`src/sha1md_pkg.sv`:
```
// Package: types, constants and round functions of the SHA-1 digest block.
package sha1md_pkg;

	localparam int unsigned NUM_WORDS = 5;
	localparam logic [2:0] LAST_IDX = 3'd4;
	localparam logic [6:0] ROUNDS = 7'd80;
	localparam logic [6:0] SCHED_WORDS = 7'd16;
	localparam logic [5:0] LEN_POS = 6'd56;
	localparam logic [5:0] LAST_POS = 6'd63;
	localparam logic [7:0] PAD_MARK = 8'h80;

	localparam logic [31:0] H_INIT [NUM_WORDS] = '{
		32'h67452301, 32'hefcdab89, 32'h98badcfe, 32'h10325476, 32'hc3d2e1f0
	};

	localparam logic [31:0] K_0 = 32'h5a827999;
	localparam logic [31:0] K_1 = 32'h6ed9eba1;
	localparam logic [31:0] K_2 = 32'h8f1bbcdc;
	localparam logic [31:0] K_3 = 32'hca62c1d6;

	typedef enum logic [2:0] {
		ST_IDLE,
		ST_PAD,
		ST_LOAD,
		ST_COMP,
		ST_EMIT
	} state_t;

	// Control from the sequencer to the round datapath
	typedef struct packed {
		logic       load;   // copy chaining words into working words
		logic       round;  // run one round
		logic       add;    // fold working words into chaining words
		logic       init;   // return chaining words to initial values
		logic [6:0] rnd;    // round number
	} core_ctl_t;

	function automatic logic [31:0] rotl(input logic [31:0] v, input int unsigned n);
		return (v << n) | (v >> (32 - n));
	endfunction

endpackage

```
`src/sha1md_buf.sv`:
```
// Block buffer: 16 x 32-bit memory, byte writes, registered word read.
module sha1md_buf (
	input  logic        clk,
	input  logic        we,
	input  logic [3:0]  waddr,
	input  logic [1:0]  lane,
	input  logic [7:0]  wbyte,
	input  logic [3:0]  raddr,
	output logic [31:0] rdata
);
	logic [31:0] mem_q [16];
	logic [31:0] rdata_q;

	// byte write into one lane of a word
	always_ff @(posedge clk) begin
		if (we) begin
			mem_q[waddr][8*lane +: 8] <= wbyte;
		end
	end

	// registered read
	always_ff @(posedge clk) begin
		rdata_q <= mem_q[raddr];
	end

	assign rdata = rdata_q;
endmodule

```
`src/sha1md_core.sv`:
```
// Round datapath: chaining words, working words and the schedule window.
module sha1md_core (
	input  logic                  clk,
	input  logic                  arst_n,
	input  sha1md_pkg::core_ctl_t ctl,
	input  logic [31:0]           rdata,
	input  logic [2:0]            word_sel,
	output logic [31:0]           digest_word
);
	import sha1md_pkg::*;

	logic [31:0] h_q [NUM_WORDS];
	logic [31:0] a_q, b_q, c_q, d_q, e_q;
	logic [31:0] win_q [16];
	logic [31:0] w_t, f_t, k_t, t_t;

	// schedule word: first 16 from the buffer, then from the window
	always_comb begin
		if (ctl.rnd < SCHED_WORDS) begin
			w_t = rdata;
		end else begin
			w_t = rotl(win_q[13] ^ win_q[8] ^ win_q[2] ^ win_q[0], 1);
		end
	end

	// round function and constant by phase
	always_comb begin
		if (ctl.rnd < 7'd20) begin
			f_t = (b_q & c_q) | (~b_q & d_q);
			k_t = K_0;
		end else if (ctl.rnd < 7'd40) begin
			f_t = b_q ^ c_q ^ d_q;
			k_t = K_1;
		end else if (ctl.rnd < 7'd60) begin
			f_t = (b_q & c_q) | (b_q & d_q) | (c_q & d_q);
			k_t = K_2;
		end else begin
			f_t = b_q ^ c_q ^ d_q;
			k_t = K_3;
		end
		t_t = rotl(a_q, 5) + f_t + e_q + k_t + w_t;
	end

	// working words and window
	always_ff @(posedge clk) begin
		if (ctl.load) begin
			a_q <= h_q[0];
			b_q <= h_q[1];
			c_q <= h_q[2];
			d_q <= h_q[3];
			e_q <= h_q[4];
		end else if (ctl.round) begin
			a_q <= t_t;
			b_q <= a_q;
			c_q <= rotl(b_q, 30);
			d_q <= c_q;
			e_q <= d_q;
			for (int i = 0; i < 15; i++) begin
				win_q[i] <= win_q[i+1];
			end
			win_q[15] <= w_t;
		end
	end

	// chaining words
	always_ff @(posedge clk or negedge arst_n) begin
		if (!arst_n) begin
			for (int i = 0; i < NUM_WORDS; i++) begin
				h_q[i] <= H_INIT[i];
			end
		end else if (ctl.init) begin
			for (int i = 0; i < NUM_WORDS; i++) begin
				h_q[i] <= H_INIT[i];
			end
		end else if (ctl.add) begin
			h_q[0] <= h_q[0] + a_q;
			h_q[1] <= h_q[1] + b_q;
			h_q[2] <= h_q[2] + c_q;
			h_q[3] <= h_q[3] + d_q;
			h_q[4] <= h_q[4] + e_q;
		end
	end

	// digest word select
	always_comb begin
		case (word_sel)
			3'd0: digest_word = h_q[0];
			3'd1: digest_word = h_q[1];
			3'd2: digest_word = h_q[2];
			3'd3: digest_word = h_q[3];
			3'd4: digest_word = h_q[4];
			default: digest_word = '0;
		endcase
	end
endmodule

```
`src/sha1_message_digest.sv`:
```
// SHA-1 digest engine: byte intake, padding sequencer, block buffer and rounds.
// Bytes: one item per cycle while idle; none taken during compress, pad or emit.
// A full block runs load, 80 rounds at one per cycle, then add.
// End of message: padding over one or two blocks, then 5 word items.
// Reset (async, arst_n low) clears control, sets initial chaining words and a
// zero bit count; the block buffer is not cleared.
module sha1_message_digest (
	input  logic        clk,
	input  logic        arst_n,
	input  logic        s_tvalid,
	output logic        s_tready,
	input  logic [7:0]  s_tdata,   // [7:0] data_byte
	input  logic        s_tuser,   // [0] byte_present
	input  logic        s_tlast,   // end_of_message
	output logic        m_tvalid,
	input  logic        m_tready,
	output logic [31:0] m_tdata,   // [31:0] digest_word
	output logic [2:0]  m_tuser,   // [2:0] word_index
	output logic        m_tlast    // last_word
);
	import sha1md_pkg::*;

	state_t      state_q, state_d;
	logic [60:0] byte_cnt_q, byte_cnt_d;
	logic [5:0]  pad_pos_q, pad_pos_d;
	logic        pad_first_q, pad_first_d;
	logic        len_ok_q, len_ok_d;
	logic        pad_go_q, pad_go_d;
	logic        final_q, final_d;
	logic [6:0]  rnd_q, rnd_d;
	logic [2:0]  emit_idx_q, emit_idx_d;

	logic        in_acc, out_acc;
	logic [5:0]  fill, fill_new;
	logic [63:0] bit_len;
	logic [7:0]  len_byte;
	logic        we;
	logic [5:0]  wpos;
	logic [7:0]  wbyte;
	logic [3:0]  raddr;
	logic [31:0] rdata;
	core_ctl_t   ctl;

	assign in_acc   = s_tvalid && s_tready;
	assign out_acc  = m_tvalid && m_tready;
	assign fill     = byte_cnt_q[5:0];
	assign fill_new = fill + {5'd0, s_tuser};
	assign bit_len  = {byte_cnt_q, 3'b000};
	assign len_byte = bit_len[8*(7 - int'(pad_pos_q[2:0])) +: 8];

	// sequencer
	always_comb begin
		state_d     = state_q;
		byte_cnt_d  = byte_cnt_q;
		pad_pos_d   = pad_pos_q;
		pad_first_d = pad_first_q;
		len_ok_d    = len_ok_q;
		pad_go_d    = pad_go_q;
		final_d     = final_q;
		rnd_d       = rnd_q;
		emit_idx_d  = emit_idx_q;
		we          = 1'b0;
		wpos        = fill;
		wbyte       = s_tdata;
		ctl         = '0;
		ctl.rnd     = rnd_q;
		s_tready    = 1'b0;
		m_tvalid    = 1'b0;
		case (state_q)
			ST_IDLE: begin
				s_tready = 1'b1;
				if (in_acc) begin
					if (s_tuser) begin
						we         = 1'b1;
						byte_cnt_d = byte_cnt_q + 61'd1;
					end
					if (s_tlast) begin
						pad_go_d    = 1'b1;
						pad_pos_d   = fill_new;
						pad_first_d = 1'b1;
						len_ok_d    = fill_new < LEN_POS;
					end
					if (s_tuser && fill == LAST_POS) begin
						final_d = 1'b0;
						state_d = ST_LOAD;
					end else if (s_tlast) begin
						state_d = ST_PAD;
					end
				end
			end
			ST_PAD: begin
				// mark, zeros, then the length bytes when they fit
				we    = 1'b1;
				wpos  = pad_pos_q;
				if (pad_first_q) begin
					wbyte = PAD_MARK;
				end else if (len_ok_q && pad_pos_q >= LEN_POS) begin
					wbyte = len_byte;
				end else begin
					wbyte = 8'd0;
				end
				pad_first_d = 1'b0;
				pad_pos_d   = pad_pos_q + 6'd1;
				if (pad_pos_q == LAST_POS) begin
					final_d  = len_ok_q;
					len_ok_d = 1'b1;
					state_d  = ST_LOAD;
				end
			end
			ST_LOAD: begin
				ctl.load = 1'b1;
				rnd_d    = 7'd0;
				state_d  = ST_COMP;
			end
			ST_COMP: begin
				if (rnd_q < ROUNDS) begin
					ctl.round = 1'b1;
					rnd_d     = rnd_q + 7'd1;
				end else begin
					ctl.add = 1'b1;
					if (final_q) begin
						emit_idx_d = 3'd0;
						state_d    = ST_EMIT;
					end else if (pad_go_q) begin
						state_d = ST_PAD;
					end else begin
						state_d = ST_IDLE;
					end
				end
			end
			ST_EMIT: begin
				m_tvalid = 1'b1;
				if (out_acc) begin
					emit_idx_d = emit_idx_q + 3'd1;
					if (emit_idx_q == LAST_IDX) begin
						ctl.init   = 1'b1;
						byte_cnt_d = '0;
						pad_go_d   = 1'b0;
						final_d    = 1'b0;
						state_d    = ST_IDLE;
					end
				end
			end
			default: begin
				state_d = ST_IDLE;
			end
		endcase
	end

	always_ff @(posedge clk or negedge arst_n) begin
		if (!arst_n) begin
			state_q     <= ST_IDLE;
			byte_cnt_q  <= '0;
			pad_pos_q   <= '0;
			pad_first_q <= 1'b0;
			len_ok_q    <= 1'b0;
			pad_go_q    <= 1'b0;
			final_q     <= 1'b0;
			rnd_q       <= '0;
			emit_idx_q  <= '0;
		end else begin
			state_q     <= state_d;
			byte_cnt_q  <= byte_cnt_d;
			pad_pos_q   <= pad_pos_d;
			pad_first_q <= pad_first_d;
			len_ok_q    <= len_ok_d;
			pad_go_q    <= pad_go_d;
			final_q     <= final_d;
			rnd_q       <= rnd_d;
			emit_idx_q  <= emit_idx_d;
		end
	end

	// next schedule word read ahead of the round that uses it
	assign raddr = (state_q == ST_LOAD) ? 4'd0 : (rnd_q[3:0] + 4'd1);

	sha1md_buf u_buf (
		.clk   (clk),
		.we    (we),
		.waddr (wpos[5:2]),
		.lane  (~wpos[1:0]),
		.wbyte (wbyte),
		.raddr (raddr),
		.rdata (rdata)
	);

	sha1md_core u_core (
		.clk         (clk),
		.arst_n      (arst_n),
		.ctl         (ctl),
		.rdata       (rdata),
		.word_sel    (emit_idx_q),
		.digest_word (m_tdata)
	);

	assign m_tuser = emit_idx_q;
	assign m_tlast = (emit_idx_q == LAST_IDX);
endmodule

```
`config.mk`:
```
export PLATFORM = sky130hd
export DESIGN_NAME = sha1_message_digest
export DESIGN_NICKNAME = d
export VERILOG_FILES = /design/src/sha1md_pkg.sv /design/src/sha1md_buf.sv /design/src/sha1md_core.sv /design/src/sha1_message_digest.sv
export SDC_FILE = /design/constraint.sdc
export NUM_CORES = 2
export LEC_CHECK = 0
export ABC_AREA = 1
export BUFFER_PORTS_ARGS = -buffer_cell sky130_fd_sc_hd__buf_2
export CORE_UTILIZATION = 59
export DETAILED_ROUTE_END_ITERATION = 7
export PLACE_DENSITY_LB_ADDON = 0.08
export SKIP_LAST_GASP = 1
export SLEW_MARGIN = 20
export SYNTH_ARGS = -nofsm -noshare
export SYNTH_HDL_FRONTEND = slang
export SYNTH_SLANG_ARGS = --single-unit
export TNS_END_PERCENT = 5
```
`constraint.sdc`:
```
create_clock -name clk -period 97.1 [get_ports clk]
set_clock_uncertainty 0.15 [all_clocks]
set_input_delay 4.855 -clock clk [delete_from_list [all_inputs] [get_ports clk]]
set_output_delay 4.855 -clock clk [all_outputs]
set_load 0.03 [all_outputs]
```
==> reports/metrics.cfg <==
[sta]
maxSlewViolCount = 0
fmax_mhz = 114
max_slew_margin_pct = 27.3
fin_crit_sh_pct = 9.07
tightest_slew_ns = 1.09
setup_slack_ns = 88.30
rsz0062_at_grt = no
period_needed_ns = 8.80
setup_viol = 0
hold_violations = 0
tns_ns = 0

[floorplanning]
io_pins = 52
row_count = 128
die_h_um = 353
start_util_pct = 59.6
die_area_um2 = 125000
die_w_um = 353
coreArea_um2 = 122000

[logic_synthesis]
yosysMostFrequentCell = edfxtp_1
post_synth_main_area_contributors = edfxtp_1 49%, nand2_1 6.1%, dfrtp_1 5.6%, o21ai_0 4.6%, inv_1 4.2%
synthTopCellsByCount = 1,184 x edfxtp_1, 1,180 x nand2_1, 808 x inv_1, 722 x nor2_1, 675 x o21ai_0
ys_types = 63
syn_inst = 7084
yosysTopAreaCell = edfxtp_1
syn_avg_cell_area_um2 = 10.3
ys_seq_elements = 1460
synth_flop_cell = edfxtp_1
async_flop_share_pct = 16.7
synthesis.area_um2 = 72800
yosys_warnings = 0
synth_top_area_share_pct = 48.8
synth_edf_count = 1184
yosysSeqAreaShare_pct = 58.3
syn-num-nets = 7431

[routing]
first_pass_iters = 6
dr.first_iter.drc_count = 7222
antenna_left = 1
route.detailed.wl_per_inst_um = 25.9
routed_wl_um = 231000
viasPerCell = 6.22
drcViolationCount = 0
num_vias = 55200

[clock_network]
cts_tree = built
clkLatencyLatePin_ns = 0.80
path_clk_slew_ns = 0.06
cts_sinks = 1460
cts_root_buffer = clkbuf_16
cts.repair.resized = 0
ctsHoldBuffers = 0
cts.path.max_buffers = 3
htreeDepth = 4
cts_buffers = 151
post-cts-setup-buffers = 0

[placed_design]
place_ws_ns = 89.30
port_buffers = 51
globalplace.congestion = 1.07
place_hpwl_um = 169000

[grt]
grt_pass1_vias = 52100
grt_max_degree = 203
antenna_found_initial = 16
overflow = 0
grtUsageTotal_pct = 36.7
grt_pass1_wl_um = 337000

[worst_hold_path]
hold_class = flop to flop

[critical_path]
worst_ep_required_time_ns = 92.09
cp-start-kind = flop
crit_path_end = m_tdata[10]
path_class = flop to output pin
cp_max_fo = 17
r2r_end = u_core.a_q[29]
cp-startpoint = m_tuser[0]
worstSetupEndpointType = output pin
ff2ff_setup_slack_ns = 89.99
r2r-start = rnd_q[5]
r2r_cells = 19
worst-endpoint-arrival_ns = 3.80

[job]
drv_cap = 0

[pwr]
p_per_area_nw_per_um2 = 15.8
p_leak_uw = 0.0316
vdd_drop_max_mv = 0.0229

[final_layout]
drive_gt1_share_pct = 6.90
areaGrowthSynthToFinish_pct = 9.45
nets = 7464

[outcome]
outcome = finished, violations left
violations = antenna rules

cells by family after synthesis:
logic type / Yosys count / share of synthesized area, %
flops: 1460 / 58.3
compound gates: 1577 / 12.7
simple gates: 2451 / 14.1
buf+inv: 1073 / 5.75
fa+ha+maj: 333 / 6.95
xor+xnor: 190 / 2.29
critical path, cell delays in order, from the launching register on:
cell	delay, ns
dfrtp_1	0.44
inv_1	0.10
ha_1	0.22
nand2_1	0.49
clkinv_1	0.62
a221oi_1	0.61
o221ai_1	0.26
buf_2	0.26
worst min path at each step:
stage / to / slack [ns] / start / cells after the start
after floorplan: u_core.win_q[0][0] / 0.25 / u_core.win_q[0][32] / 0
after global placement: u_core.win_q[5][19] / 0.25 / u_core.win_q[5][51] / 0
after detailed placement: u_core.win_q[0][22] / 0.25 / u_core.win_q[0][54] / 0
after CTS: u_core.win_q[0][2] / 0.26 / u_core.win_q[0][34] / 0
after global routing: u_core.win_q[5][57] / 0.27 / u_core.win_q[6][25] / 0
final: u_core.win_q[5][50] / 0.26 / u_core.win_q[6][18] / 0
through the flow:
step | instances | utilization, % | total power [uW] | instance area, um2 | hold slack, ns
2_1_floorplan | 7084 | - | 685 | 72800 | 0.250
3_3_place_gp | 8589 | 61.2 | 689 | 74600 | 0.250
3_5_place_dp | 8589 | 61.2 | 689 | 74600 | 0.255
4_1_cts | 8867 | 65.2 | 1260 | 79600 | 0.259
5_1_grt | 8870 | 65.2 | 1290 | 79600 | 0.269
6_report | 8885 | 65.3 | 1260 | 79700 | 0.262
power breakdown:
part	internal (uW)	switching (uW)	total [uW]
combinational	1.16	5.34	6.51
clock	329	253	582
sequential	670	0.389	670
total	1000	259	1260
registers in the layout (all words and copies together) (netlist names), 3 cells and up:
| signal | flops |
|---|---|
| rnd_q | 7 |
| state_q | 3 |
| u_core.c_q | 32 |
| u_buf.mem_q | 512 |
| m_tuser | 3 |
| u_buf.rdata | 32 |
| u_core.e_q | 32 |
| u_core.d_q | 32 |
| u_core.h_q | 160 |
| u_core.a_q | 32 |
| byte_cnt_q | 61 |
| u_core.win_q | 512 |
| u_core.b_q | 32 |
| pad_pos_q | 6 |
metal layers:
metal  vias up  share of wire (%)  global-route usage, %
met4         6                6.5                   20.6
met5         -              0.043                  0.491
met2      3113                 43                   53.8
met1     26700                 40                   50.7
met3       700                 11                   8.55
li1      24800                  -                      -
final cells by class:
cell class / instances / area [um2]
Sequential cell: 1460 / 42400
Fill cell: 9801 / 42400
Multi-Input combinational cell: 4551 / 26300
Clock buffer: 204 / 4080
Inverter: 838 / 3160
Tap cell: 1625 / 2030
Clock inverter: 74 / 891
Timing Repair Buffer: 115 / 758
Antenna cell: 18 / 45.0
placed cells by master, fill, tap and decap left out, types with 13 or more instances in the layout:
master | synthesis | routed
nand3_1 | 325 | 325
a21oi_1 | 360 | 359
nor2_1 | 722 | 713
a31oi_1 | 15 | 15
a21boi_0 | 15 | 15
clkinv_1 | 8 | 27
o21ai_0 | 675 | 675
o211ai_1 | 45 | 45
xnor2_1 | 117 | 117
inv_1 | 808 | 806
clkbuf_1 | 132 | 44
dfrtp_1 | 164 | 163
nor3_1 | 67 | 60
nand2_1 | 1180 | 1177
o21a_1 | 59 | 59
a21o_1 | 24 | 24
inv_2 | 19 | 19
o21bai_1 | 34 | 34
diode_2 | 0 | 18
buf_4 | 4 | 63
dfstp_2 | 80 | 80
dfxtp_1 | 32 | 32
xor2_1 | 73 | 73
clkbuf_16 | 0 | 152
clkinv_2 | 0 | 19
o21ai_1 | 18 | 18
ha_1 | 214 | 214
nand4_1 | 79 | 79
nor2_2 | 6 | 13
buf_2 | 66 | 50
nand3b_1 | 15 | 15
o221ai_1 | 138 | 138
edfxtp_1 | 1184 | 1184
a221oi_1 | 25 | 25
o22ai_1 | 121 | 121
o31ai_1 | 22 | 22
fa_1 | 119 | 119
(Power assumes the default switching activity.)
